[src/hdl/pdc_pkg.sv]
// Shared types and constants of the PID duty controller.
`default_nettype none

package pdc_pkg;

    // Default field widths
    localparam int ERROR_BITS_DEF      = 16;
    localparam int INTEGRATOR_BITS_DEF = 32;

    // Fixed widths of gains, register index and duty result
    localparam int GAIN_BITS    = 16;
    localparam int CFG_IDX_BITS = 3;
    localparam int DUTY_BITS    = 7;

    // Yaw wrap and duty limits
    localparam int YAW_HALF   = 180;
    localparam int YAW_FULL   = 360;
    localparam int YAW_LIMIT  = 70;
    localparam int MAIN_LIMIT = 80;

    // Register indexes
    localparam logic [CFG_IDX_BITS-1:0] CFG_KP      = 3'd0;
    localparam logic [CFG_IDX_BITS-1:0] CFG_KI      = 3'd1;
    localparam logic [CFG_IDX_BITS-1:0] CFG_KD      = 3'd2;
    localparam logic [CFG_IDX_BITS-1:0] CFG_PERIOD  = 3'd3;
    localparam logic [CFG_IDX_BITS-1:0] CFG_DIVISOR = 3'd4;

    // Sequencer states
    typedef enum logic [2:0] {
        ST_IDLE,
        ST_DERIV,
        ST_INTEG,
        ST_MAC,
        ST_RANGE,
        ST_DIVOUT,
        ST_FINISH
    } pdc_state_t;

    // Term of the control sum being accumulated
    typedef enum logic [1:0] {
        TERM_P,
        TERM_I,
        TERM_D
    } pdc_term_t;

endpackage

`default_nettype wire

[src/hdl/pid_duty_controller.sv]
// Bit-serial PID controller with anti-windup producing a duty cycle percent.
//
//  channel | handshake            | payload             | direction
//  --------+----------------------+---------------------+-------------
//  input   | in_valid, in_stall   | error, is_yaw       | into block
//  output  | out_valid, out_stall | duty_cycle, limited | out of block
//  config  | cfg_write            | cfg_index, cfg_data | into block
//
// Divider and sample period multiplier retire one bit per cycle side by side; the three gain
// products share one shift-add accumulator; the duty quotient takes seven steps unless the sum
// is negative or past the limit. Reset clears gains to 0, sample period and divisor to 1, and
// the stored error and integrator to 0. A word is accepted only while the sequencer is idle; a
// result waits in the output register, the next in the finish step, while the output stalls.
`default_nettype none

module pid_duty_controller #(
    parameter int ERROR_BITS      = pdc_pkg::ERROR_BITS_DEF,
    parameter int INTEGRATOR_BITS = pdc_pkg::INTEGRATOR_BITS_DEF
) (
    input  wire logic                              clk,
    input  wire logic                              rst_n,
    input  wire logic                              cfg_write,
    input  wire logic [pdc_pkg::CFG_IDX_BITS-1:0]  cfg_index,
    input  wire logic [pdc_pkg::GAIN_BITS-1:0]     cfg_data,
    input  wire logic                              in_valid,
    output logic                                   in_stall,
    input  wire logic signed [ERROR_BITS-1:0]      error,
    input  wire logic                              is_yaw,
    output logic                                   out_valid,
    input  wire logic                              out_stall,
    output logic [pdc_pkg::DUTY_BITS-1:0]          duty_cycle,
    output logic                                   limited
);

    import pdc_pkg::*;

    localparam int IB    = INTEGRATOR_BITS;
    localparam int GB    = GAIN_BITS;
    localparam int QB    = DUTY_BITS;
    localparam int EW    = ERROR_BITS + 1;
    localparam int DW    = EW + 1;
    localparam int YW    = ((EW > 10) ? EW : 10) + 1;
    localparam int PW    = EW + GB;
    localparam int AW    = ((IB > PW) ? IB : PW) + 1;
    localparam int SW    = ((IB > DW) ? IB : DW) + GB + 2;
    localparam int RW    = GB + QB;
    localparam int STEPS = (DW > GB) ? DW : GB;
    localparam int CW    = $clog2(STEPS);

    // Control and model state
    pdc_state_t                state_reg, state_next;
    logic [CW-1:0]             cnt_reg, cnt_next;
    pdc_term_t                 term_reg, term_next;
    logic [GB-1:0]             kp_reg, kp_next;
    logic [GB-1:0]             ki_reg, ki_next;
    logic [GB-1:0]             kd_reg, kd_next;
    logic [GB-1:0]             ts_reg, ts_next;
    logic [GB-1:0]             dv_reg, dv_next;
    logic signed [EW-1:0]      prev_reg, prev_next;
    logic signed [IB-1:0]      integ_reg, integ_next;
    logic                      out_valid_reg, out_valid_next;

    // Datapath
    logic                      yaw_reg, yaw_next;
    logic                      dneg_reg, dneg_next;
    logic [DW-1:0]             dvd_reg, dvd_next;
    logic [GB-1:0]             drem_reg, drem_next;
    logic [DW-1:0]             quo_reg, quo_next;
    logic signed [PW-1:0]      mcand_reg, mcand_next;
    logic [GB-1:0]             mplier_reg, mplier_next;
    logic signed [PW-1:0]      prod_reg, prod_next;
    logic signed [DW-1:0]      deriv_reg, deriv_next;
    logic signed [IB-1:0]      int_new_reg, int_new_next;
    logic signed [SW-1:0]      sum_reg, sum_next;
    logic signed [SW-1:0]      mac_x_reg, mac_x_next;
    logic [GB-1:0]             mac_g_reg, mac_g_next;
    logic [RW-1:0]             orem_reg, orem_next;
    logic [RW-1:0]             odvs_reg, odvs_next;
    logic [QB-1:0]             duty_reg, duty_next;
    logic                      lim_reg, lim_next;
    logic [QB-1:0]             duty_out_reg, duty_out_next;
    logic                      limited_out_reg, limited_out_next;

    logic                      load_out;

    // Sequencer and datapath next values
    always_comb
    begin
        logic signed [YW-1:0] e_ext;
        logic signed [YW-1:0] e_neg;
        logic signed [EW-1:0] e_w;
        logic signed [DW-1:0] diff;
        logic [GB:0]          rem_sh;
        logic                 qbit;
        logic signed [AW-1:0] int_sum;
        logic [GB-1:0]        dv_eff;
        logic [RW-1:0]        thr;
        logic signed [SW-1:0] neg_chk;
        logic [QB-1:0]        lim_val;

        state_next       = state_reg;
        cnt_next         = cnt_reg;
        term_next        = term_reg;
        kp_next          = kp_reg;
        ki_next          = ki_reg;
        kd_next          = kd_reg;
        ts_next          = ts_reg;
        dv_next          = dv_reg;
        prev_next        = prev_reg;
        integ_next       = integ_reg;
        yaw_next         = yaw_reg;
        dneg_next        = dneg_reg;
        dvd_next         = dvd_reg;
        drem_next        = drem_reg;
        quo_next         = quo_reg;
        mcand_next       = mcand_reg;
        mplier_next      = mplier_reg;
        prod_next        = prod_reg;
        deriv_next       = deriv_reg;
        int_new_next     = int_new_reg;
        sum_next         = sum_reg;
        mac_x_next       = mac_x_reg;
        mac_g_next       = mac_g_reg;
        orem_next        = orem_reg;
        odvs_next        = odvs_reg;
        duty_next        = duty_reg;
        lim_next         = lim_reg;
        duty_out_next    = duty_out_reg;
        limited_out_next = limited_out_reg;

        load_out = 1'b0;

        // Yaw: negate, then wrap once toward -180..180
        e_ext = YW'(error);
        e_neg = -e_ext;
        if (e_neg > $signed(YW'(YAW_HALF)))
        begin
            e_neg = e_neg - $signed(YW'(YAW_FULL));
        end
        else if (e_neg < -$signed(YW'(YAW_HALF)))
        begin
            e_neg = e_neg + $signed(YW'(YAW_FULL));
        end
        e_w  = is_yaw ? e_neg[EW-1:0] : e_ext[EW-1:0];
        diff = DW'(e_w) - DW'(prev_reg);

        // Derivative divider step
        rem_sh = {drem_reg, dvd_reg[DW-1]};
        qbit   = (rem_sh >= {1'b0, ts_reg});

        // Integrator update with saturation
        int_sum = AW'(integ_reg) + AW'(prod_reg);

        // Duty range check
        dv_eff  = (dv_reg == '0) ? GB'(1) : dv_reg;
        lim_val = yaw_reg ? QB'(YAW_LIMIT) : QB'(MAIN_LIMIT);
        thr     = yaw_reg ? RW'(dv_eff) * RW'(YAW_LIMIT + 1)
                          : RW'(dv_eff) * RW'(MAIN_LIMIT + 1);
        neg_chk = sum_reg + $signed({{(SW-GB){1'b0}}, dv_eff});

        // Register writes
        if (cfg_write)
        begin
            unique case (cfg_index)
                CFG_KP:      kp_next = cfg_data;
                CFG_KI:      ki_next = cfg_data;
                CFG_KD:      kd_next = cfg_data;
                CFG_PERIOD:  ts_next = cfg_data;
                CFG_DIVISOR: dv_next = cfg_data;
                default:     ;
            endcase
        end

        unique case (state_reg)
            ST_IDLE:
            begin
                if (in_valid)
                begin
                    prev_next   = e_w;
                    yaw_next    = is_yaw;
                    dneg_next   = diff[DW-1];
                    dvd_next    = diff[DW-1] ? DW'(-diff) : DW'(diff);
                    drem_next   = '0;
                    quo_next    = '0;
                    mcand_next  = PW'(e_w);
                    mplier_next = ts_reg;
                    prod_next   = '0;
                    cnt_next    = '0;
                    state_next  = ST_DERIV;
                end
            end

            ST_DERIV:
            begin
                // Advance the divider and the multiplier one bit each
                if ({1'b0, cnt_reg} < (CW+1)'(DW))
                begin
                    drem_next = qbit ? GB'(rem_sh - {1'b0, ts_reg}) : rem_sh[GB-1:0];
                    quo_next  = {quo_reg[DW-2:0], qbit};
                    dvd_next  = {dvd_reg[DW-2:0], 1'b0};
                end
                if ({1'b0, cnt_reg} < (CW+1)'(GB))
                begin
                    if (mplier_reg[0])
                    begin
                        prod_next = prod_reg + mcand_reg;
                    end
                    mcand_next  = {mcand_reg[PW-2:0], 1'b0};
                    mplier_next = {1'b0, mplier_reg[GB-1:1]};
                end
                cnt_next = cnt_reg + CW'(1);
                if (cnt_reg == CW'(STEPS - 1))
                begin
                    state_next = ST_INTEG;
                end
            end

            ST_INTEG:
            begin
                if (ts_reg == '0)
                begin
                    deriv_next = '0;
                end
                else
                begin
                    deriv_next = dneg_reg ? -$signed(quo_reg) : $signed(quo_reg);
                end
                if (&int_sum[AW-1:IB-1] || ~|int_sum[AW-1:IB-1])
                begin
                    int_new_next = int_sum[IB-1:0];
                end
                else
                begin
                    int_new_next = int_sum[AW-1] ? {1'b1, {(IB-1){1'b0}}}
                                                 : {1'b0, {(IB-1){1'b1}}};
                end
                sum_next   = '0;
                mac_x_next = SW'(prev_reg);
                mac_g_next = kp_reg;
                term_next  = TERM_P;
                cnt_next   = '0;
                state_next = ST_MAC;
            end

            ST_MAC:
            begin
                // Add the shifted operand for each set gain bit
                if (mac_g_reg[0])
                begin
                    sum_next = sum_reg + mac_x_reg;
                end
                mac_x_next = {mac_x_reg[SW-2:0], 1'b0};
                mac_g_next = {1'b0, mac_g_reg[GB-1:1]};
                cnt_next   = cnt_reg + CW'(1);
                if (cnt_reg == CW'(GB - 1))
                begin
                    cnt_next = '0;
                    case (term_reg)
                        TERM_P:
                        begin
                            mac_x_next = SW'(int_new_reg);
                            mac_g_next = ki_reg;
                            term_next  = TERM_I;
                        end
                        TERM_I:
                        begin
                            mac_x_next = SW'(deriv_reg);
                            mac_g_next = kd_reg;
                            term_next  = TERM_D;
                        end
                        default:
                        begin
                            state_next = ST_RANGE;
                        end
                    endcase
                end
            end

            ST_RANGE:
            begin
                if (sum_reg[SW-1])
                begin
                    // Negative sum: clamp only when the quotient is nonzero
                    duty_next  = '0;
                    lim_next   = neg_chk[SW-1] || (neg_chk == '0);
                    state_next = ST_FINISH;
                end
                else if (sum_reg >= $signed({{(SW-RW){1'b0}}, thr}))
                begin
                    duty_next  = lim_val;
                    lim_next   = 1'b1;
                    state_next = ST_FINISH;
                end
                else
                begin
                    orem_next  = sum_reg[RW-1:0];
                    odvs_next  = RW'(dv_eff) << (QB - 1);
                    duty_next  = '0;
                    lim_next   = 1'b0;
                    cnt_next   = '0;
                    state_next = ST_DIVOUT;
                end
            end

            ST_DIVOUT:
            begin
                if (orem_reg >= odvs_reg)
                begin
                    orem_next = orem_reg - odvs_reg;
                end
                duty_next = {duty_reg[QB-2:0], (orem_reg >= odvs_reg)};
                odvs_next = {1'b0, odvs_reg[RW-1:1]};
                cnt_next  = cnt_reg + CW'(1);
                if (cnt_reg == CW'(QB - 1))
                begin
                    state_next = ST_FINISH;
                end
            end

            ST_FINISH:
            begin
                // Hand the word over and commit or drop the integration
                if (!out_valid_reg || !out_stall)
                begin
                    load_out         = 1'b1;
                    duty_out_next    = duty_reg;
                    limited_out_next = lim_reg;
                    if (!lim_reg)
                    begin
                        integ_next = int_new_reg;
                    end
                    state_next = ST_IDLE;
                end
            end

            default:
            begin
                state_next = ST_IDLE;
            end
        endcase

        out_valid_next = (out_valid_reg && out_stall) || load_out;
    end

    // Control and model state registers
    always_ff @(posedge clk or negedge rst_n)
    begin
        if (!rst_n)
        begin
            state_reg     <= ST_IDLE;
            cnt_reg       <= '0;
            term_reg      <= TERM_P;
            kp_reg        <= '0;
            ki_reg        <= '0;
            kd_reg        <= '0;
            ts_reg        <= GB'(1);
            dv_reg        <= GB'(1);
            prev_reg      <= '0;
            integ_reg     <= '0;
            out_valid_reg <= 1'b0;
        end
        else
        begin
            state_reg     <= state_next;
            cnt_reg       <= cnt_next;
            term_reg      <= term_next;
            kp_reg        <= kp_next;
            ki_reg        <= ki_next;
            kd_reg        <= kd_next;
            ts_reg        <= ts_next;
            dv_reg        <= dv_next;
            prev_reg      <= prev_next;
            integ_reg     <= integ_next;
            out_valid_reg <= out_valid_next;
        end
    end

    // Datapath registers
    always_ff @(posedge clk)
    begin
        yaw_reg         <= yaw_next;
        dneg_reg        <= dneg_next;
        dvd_reg         <= dvd_next;
        drem_reg        <= drem_next;
        quo_reg         <= quo_next;
        mcand_reg       <= mcand_next;
        mplier_reg      <= mplier_next;
        prod_reg        <= prod_next;
        deriv_reg       <= deriv_next;
        int_new_reg     <= int_new_next;
        sum_reg         <= sum_next;
        mac_x_reg       <= mac_x_next;
        mac_g_reg       <= mac_g_next;
        orem_reg        <= orem_next;
        odvs_reg        <= odvs_next;
        duty_reg        <= duty_next;
        lim_reg         <= lim_next;
        duty_out_reg    <= duty_out_next;
        limited_out_reg <= limited_out_next;
    end

    assign in_stall   = (state_reg != ST_IDLE);
    assign out_valid  = out_valid_reg;
    assign duty_cycle = duty_out_reg;
    assign limited    = limited_out_reg;

    // A new result word appears only out of the finish step
    a_out_from_finish: assert property (@(posedge clk) disable iff (!rst_n)
        $rose(out_valid_reg) |-> $past(state_reg == ST_FINISH))
        else $error("result word appeared outside the finish step");

    // A clamped result leaves the integrator untouched
    a_antiwindup: assert property (@(posedge clk) disable iff (!rst_n)
        (load_out && lim_reg) |=> $stable(integ_reg))
        else $error("integrator changed on a clamped result");

    // Unclamped duty stays within the mode limit
    a_duty_range: assert property (@(posedge clk) disable iff (!rst_n)
        (state_reg == ST_FINISH && !lim_reg) |->
            (duty_reg <= (yaw_reg ? QB'(YAW_LIMIT) : QB'(MAIN_LIMIT))))
        else $error("unclamped duty above its limit");

    // An accepted word starts the divider and multiplier
    a_accept_start: assert property (@(posedge clk) disable iff (!rst_n)
        (in_valid && !in_stall) |=> (state_reg == ST_DERIV && cnt_reg == '0))
        else $error("accepted word did not start the serial units");

endmodule

`default_nettype wire

[config.mk]
export PLATFORM = sky130hd
export DESIGN_NAME = pid_duty_controller
export DESIGN_NICKNAME = d
export VERILOG_FILES = /design/src/hdl/pdc_pkg.sv /design/src/hdl/pid_duty_controller.sv
export SDC_FILE = /design/constraint.sdc
export NUM_CORES = 1
export LEC_CHECK = 0
export BUFFER_PORTS_ARGS = -buffer_cell sky130_fd_sc_hd__buf_2
export CORE_UTILIZATION = 50
export CTS_BUF_LIST = sky130_fd_sc_hd__clkbuf_4
export CTS_CLUSTER_SIZE = 10
export DETAILED_ROUTE_END_ITERATION = 8
export GPL_TIMING_DRIVEN = 0
export HOLD_SLACK_MARGIN = 0.06
export PLACE_DENSITY = 0.76
export SLEW_MARGIN = 20
export SYNTH_ARGS = -nofsm -noshare
export SYNTH_HDL_FRONTEND = slang
export SYNTH_SLANG_ARGS = --single-unit
[constraint.sdc]
create_clock -name clk -period 10.71 [get_ports clk]
set_clock_uncertainty 0.15 [all_clocks]
set_input_delay 1.071 -clock clk [delete_from_list [all_inputs] [get_ports clk]]
set_output_delay 1.071 -clock clk [all_outputs]
set_load 0.1 [all_outputs]
==> key figures, run 1 <==
Clock tree
  – CTS Root Cell: clkbuf_4
  – H-Tree Depth: 4
  – Clk_lat worst skew: 0.98 ns
  – Setup bufs post-CTS: 0
  – Max Root-Sink Buffers: 3
  – # resized after CTS: 0
  – CTS tree: yes
  – CTS Sinks: 503
  – TritonCTS buffer count: 135
  – Clock slew at reported path FFs: 0.07 ns

Yosys
  – Proportion of synthesized area in mux cells: 3.958%
  – XOR/XNOR Fraction of Synth Area: 5.165%
  – Syn_area_per_cell: 9.626 µm²
  – Syn nets: 4234
  – Sequential element share of the synthesized area: 39.35%
  – Yosys cell types: 94
  – Post-synthesis async set-or-reset flop share: 27.83%
  – Simple-gate share of the synthesized area: 15.31%
  – Syn Inst Count: 3803
  – Area of the mapped netlist: 36610 µm²
  – Post-synth EDFFs: 363
  – Main synth FF type: edfxtp_1
  – Yosys reg bits: 503
  – Largest family of logic cells by synthesized area: compound AO/OA/AOI/OAI gates
  – Post-synthesis adder-cell area fraction: 14.15%
  – Ys Warns: 0
  – Post-synthesis compound-gate area fraction: 17.99%

STA
  – Minimum clock period: 9.777 ns
  – Setup violations, final: 0
  – Min Hold Slack: 0.2376 ns
  – Max Slew Vio Count: 0
  – Fmax: 102.3 MHz
  – Part of the cycle the worst path needs: 91.29%
  – Unrepaired setup endpoints after global routing: no
  – Least-Margin Pin Slew: 0.9570 ns
  – Slew margin rel.: 34.55%
  – Final Hold Fails: 0

Placed design
  – DPL Wire Length: 72890 µm
  – GP Congestion: 0.9572
  – Port bufs: 45
  – Placement Cell Area: 38350 µm²

Power
  – Power per cell area: 355.5 nW/µm²
  – Worst vdd ir: 169.8 µV
  – P_leak: 16.79 nW
  – Pwr Total: 14.29 mW

Layout
  – Final instance area: 40190 µm²
  – Layout cell share with drive strength beyond 1: 10.89%
  – Fin util: 55.84%
  – Most frequent cells in the layout: nor2_1 (393), edfxtp_1 (363), ha_1 (350), nand2_1 (266), o21ai_0 (264)
  – Final nets: 4428
  – Most common cell after layout, fill and taps aside: nor2_1
  – Layout filler cell count: 6285
  – Area grow syn2layout: 9.789%

Critical path
  – Worst setup EP type: flip-flop
  – Worst-path fanout max: 10
  – Worst Path Arrival: 10.31 ns
  – Type of origin of the critical path: flip-flop
  – Most frequent CP cell: ha_1
  – Largest stage delay, worst path: 0.55 ns
  – Slowest cell on crit path: a2111oi_0
  – Crit Path Category: flip-flop to flip-flop
  – WP data required: 11.25 ns

GRT
  – Initial antenna violation count: 3
  – Grt total ovfl: 0
  – First-pass GRT wire length: 152900 µm
  – Pin count of the biggest net entering global routing: 81
  – Vias in the first global route: 29210
  – Total Routing Usage GR: 25.68%

Floorplan
  – Core Area: 71980 µm²
  – Initial Util: 50.86%
  – Die width: 272.6 µm
  – I/O pins: 51
  – Die height: 272.6 µm
  – Die area: 74300 µm²
  – Row count: 98

Route
  – Drt via density: 5.974
  – Routed WL per cell: 18.84 µm
  – Detailed-route via count: 30220
  – WL final: 95290 µm
  – Initial DRC count: 2367
  – DRC: 0
  – Post-DRT Antenna Nets: 0
  – DR pass1 iterations: 6

Hold path
  – Worst min path class: flip-flop to flip-flop

Job
  – MaxCap Viol Count: 0

Outcome
  – Status: complete, no violations
report_power, final:
part | switching [mW] | internal (mW) | leakage [nW]
clock network | 0.859 | 0.958 | 1.07
logic | 5.03 | 3.46 | 10.6
registers | 0.676 | 3.30 | 5.16
worst max-delay path, delay by kind of cell (launching register included):
| family | cells | cell delay, ns |
|---|---|---|
| AND/OR/NAND/NOR | 10 | 2.25 |
| adder cells (fa/ha/maj) | 7 | 2.38 |
| buffers and inverters | 3 | 0.64 |
| AO/OA/AOI/OAI | 14 | 3.66 |
| flip-flops | 1 | 0.40 |
cell families after synthesis:
family	count (synthesis)
multiplexers	132
XOR/XNOR	215
adder cells (fa/ha/maj)	390
AND/OR/NAND/NOR	1160
buffers and inverters	387
AO/OA/AOI/OAI	1016
flip-flops	503
final cells by class:
type	instances	area (µm²)	share of cell area, %
diodes	3	7.507	0.01868
plain buffers	148	595.6	1.482
clock inverters	47	335.3	0.8343
multi-input cells	2913	20780	51.70
inverters	239	899.6	2.238
repair buffers	57	490.5	1.220
clock buffers	198	1486	3.699
flip-flops and latches	503	14410	35.85
well taps	950	1189	2.958
what timing repair did:
| item | in CTS | in global routing |
|---|---|---|
| setup endpoints to repair | 0 | 0 |
| endpoints found under the hold margin | 60 | 0 |
| hold buffers | 1 | 0 |
cells in the mapped netlist, drive strengths merged, types with 7 or more instances:
master / count / area [µm²]
a2111oi: 17 / 148.9
a211oi: 35 / 267.8
a21boi: 22 / 165.2
a21o: 109 / 818.3
a21oi: 261 / 1306
a221o: 50 / 500.5
a221oi: 8 / 76.32
a31o: 12 / 105.1
a31oi: 26 / 162.7
a41oi: 7 / 61.31
and2: 38 / 237.7
and3: 21 / 131.4
buf: 22 / 121.4
clkbuf: 126 / 474.2
dfrtp: 138 / 3453
edfxtp: 363 / 10900
fa: 40 / 800.8
ha: 350 / 4379
inv: 238 / 893.4
mux2: 102 / 1149
mux2i: 30 / 300.3
nand2: 266 / 998.5
nand2b: 40 / 250.2
nand3: 72 / 365.3
nand4: 41 / 262.8
nor2: 394 / 1479
nor2b: 50 / 312.8
nor3: 93 / 475.5
nor3b: 53 / 397.9
nor4: 25 / 162.6
o211ai: 22 / 165.2
o21a: 30 / 225.2
o21ai: 273 / 1370
o21bai: 20 / 150.1
o221ai: 8 / 70.07
o22ai: 15 / 93.84
o31ai: 29 / 217.7
o41ai: 9 / 78.83
or2: 15 / 93.84
or3: 15 / 93.84
or4: 9 / 67.56
xnor2: 123 / 1077
xor2: 92 / 813.3
per-stage QoR:
stage          cells  TNS, ns  setup WS, ns
2_1_floorplan   3803        0        0.9871
3_3_place_gp    4798   -52.21        -2.271
3_5_place_dp    4809        0         1.175
4_1_cts         5055        0         1.069
5_1_grt         5058        0        0.3821
6_report        5058        0        0.9333
path summary, 6_finish.rpt:
check                       startpoint             to  slack [ns]  cells after the start
max                          dv_reg[7]        lim_reg        0.93                     34
min reg2reg                duty_reg[6]  duty_cycle[6]        0.24                      0
max in group asynchronous        rst_n      ts_reg[0]        9.09                      3
min                        duty_reg[6]  duty_cycle[6]        0.24                      0
max reg2reg                  dv_reg[7]        lim_reg        0.93                     34
min in group asynchronous        rst_n      out_valid        0.51                      2
metal layers:
| metal | wire [µm] | up-vias | GRT usage [%] | part of all wire [%] |
|---|---|---|---|---|
| li1 | - | 14450 | - | - |
| met1 | 40880 | 14450 | 33.84 | 43 |
| met2 | 44590 | 1096 | 42.07 | 47 |
| met3 | 6561 | 223 | 4.270 | 6.9 |
| met4 | 3240 | 2 | 10.27 | 3.4 |
| met5 | 13 | - | 0 | 0.014 |
Note: power is estimated with default switching activity, not from simulation.
==> run 2: changes to the inputs <==
--- a/config.mk
+++ b/config.mk
@@ -5,14 +5,15 @@
 export SDC_FILE = /design/constraint.sdc
 export NUM_CORES = 1
 export LEC_CHECK = 0
-export BUFFER_PORTS_ARGS = -buffer_cell sky130_fd_sc_hd__buf_2
 export CORE_UTILIZATION = 50
 export CTS_BUF_LIST = sky130_fd_sc_hd__clkbuf_4
 export CTS_CLUSTER_SIZE = 10
 export DETAILED_ROUTE_END_ITERATION = 8
+export DONT_BUFFER_PORTS = 1
 export GPL_TIMING_DRIVEN = 0
 export HOLD_SLACK_MARGIN = 0.06
-export PLACE_DENSITY = 0.76
+export PLACE_DENSITY = 0.75
+export RECOVER_POWER = 50
 export SLEW_MARGIN = 20
 export SYNTH_ARGS = -nofsm -noshare
 export SYNTH_HDL_FRONTEND = slang
==> key figures, run 2 (synthesis gave the netlist of run 1 again) <==
Clock tree
  – CTS Sinks: 503
  – Max Root-Sink Buffers: 3
  – TritonCTS buffer count: 135
  – Clock slew at reported path FFs: 0.07 ns
  – # resized after CTS: 0
  – Clk_lat worst skew: 0.99 ns
  – CTS Root Cell: clkbuf_4
  – H-Tree Depth: 4
  – CTS tree: yes

Outcome
  – Failing checks: capacitance limit, slew limit
  – Status: finished, violations left

Power
  – P_leak: 16.59 nW
  – Worst vdd ir: 184.7 µV
  – Power per cell area: 354.1 nW/µm²
  – Pwr Total: 14.14 mW

Layout
  – Most frequent cells in the layout: nor2_1 (394), edfxtp_1 (363), ha_1 (350), nand2_1 (266), o21ai_0 (265)
  – Post-Layout Cell Count: 5028
  – Most common cell after layout, fill and taps aside: nor2_1
  – Area grow syn2layout: 9.068%
  – Final nets: 4401
  – Layout cell share with drive strength beyond 1: 9.769%

GRT
  – Pin count of the biggest net entering global routing: 141
  – Initial antenna violation count: 2
  – First-pass GRT wire length: 150900 µm
  – Vias in the first global route: 28590
  – Grt total ovfl: 0
  – Total Routing Usage GR: 25.43%

Critical path
  – Slowest cell on crit path: a2111oi_0
  – Worst-path fanout max: 10
  – Worst setup EP type: flip-flop
  – Most frequent CP cell: ha_1
  – Type of origin of the critical path: flip-flop
  – Family with the most delay on the worst path: compound AO/OA/AOI/OAI gates
  – Crit Path Category: flip-flop to flip-flop
  – Buf/Inv on CP: 3
  – Largest stage delay, worst path: 0.60 ns
  – WP data required: 11.25 ns
  – Worst Path Arrival: 10.33 ns

Route
  – Post-DRT Antenna Nets: 0
  – Detailed-route via count: 29850
  – Drt via density: 5.937
  – DR pass1 iterations: 6
  – Routed WL per cell: 18.78 µm
  – WL final: 94410 µm
  – DRC: 0
  – Initial DRC count: 2445

Floorplan
  – Die width: 272.6 µm
  – Row count: 98
  – Die height: 272.6 µm
  – Initial Util: 50.86%
  – I/O pins: 51
  – Core Area: 71980 µm²
  – Die area: 74300 µm²

Placed design
  – GP Congestion: 0.9793
  – Placed Instances: 4764
  – DPL Wire Length: 71720 µm
  – Port bufs: 0

STA
  – Unrepaired setup endpoints after global routing: no
  – Minimum clock period: 9.785 ns
  – Setup violations, final: 0
  – Least-Margin Pin Slew: 7.583 ns
  – Slew margin rel.: -405.6%
  – Final Hold Fails: 0
  – Fmax: 102.2 MHz
  – Part of the cycle the worst path needs: 91.36%
  – Max Slew Vio Count: 316

Job
  – MaxCap Viol Count: 6

Hold path
  – Worst min path class: flip-flop to flip-flop
## run 2: cell count changes in the layout (fill, tap and decap cells not counted), moves of 2 or more
cell	delta
clkinv_1	-10
and2_1	-9
dlygate4sd3_1	+17
and2_0	+9
clkbuf_1	+7
buf_16	-4
clkinvlp_4	+2
clkbuf_4	+6
bufinv_16	-3
buf_2	-44
## run 2: repair_timing
item,CTS,global route
setup endpoints to repair,0,0
setup buffers,0,0
hold buffers,19,0
endpoints found under the hold margin,221,0
## run 2: final timing paths
kind / from / endpoint / slack, ns / depth (start not counted)
min in group asynchronous: rst_n / ts_reg[2] / 3.42 / 2
hold / removal: duty_reg[6] / duty_cycle[6] / 0.24 / 0
hold reg to reg: duty_reg[6] / duty_cycle[6] / 0.24 / 0
setup / recovery: dv_reg[6] / lim_reg / 0.92 / 34
max in group asynchronous: rst_n / integ_reg[17] / 2.74 / 2
setup reg to reg: dv_reg[6] / lim_reg / 0.92 / 34
## run 2: stage by stage
step	setup TNS [ns]	worst slack [ns]	hold slack, ns	instance area, µm²	utilization, %
3_3_place_gp	-53.31	-2.319	0.2580	37800	52.51
6_report	0	0.9250	0.2450	39930	55.47
3_5_place_dp	0	1.043	0.2589	38100	52.93
2_1_floorplan	0	0.9871	0.2503	36610	-
4_1_cts	0	0.9890	0.1886	40060	55.66
5_1_grt	0	0.1497	0.2352	39930	55.47
## run 2: layout make-up
cell class	count	area, µm²
repair buffers	30	325.3
inverters	239	898.4
well taps	950	1189
plain buffers	148	595.6
clock buffers	204	1531
clock inverters	37	227.7
fillers	6293	32050
flip-flops and latches	503	14410
multi-input cells	2913	20740
diodes	4	10.01
## run 2: layer usage
| layer | GRT usage, % | vias to the layer above | share of wire (%) |
|---|---|---|---|
| met5 | 0 | - | 0 |
| met3 | 4.385 | 213 | 6.8 |
| met1 | 34.05 | 14210 | 44 |
| li1 | - | 14390 | - |
| met2 | 40.97 | 1035 | 46 |
| met4 | 9.994 | 0 | 3.4 |
## run 2: power breakdown
part	internal (mW)	switching, mW
clock network	0.906	0.861
registers	3.32	0.721
logic	3.41	4.92
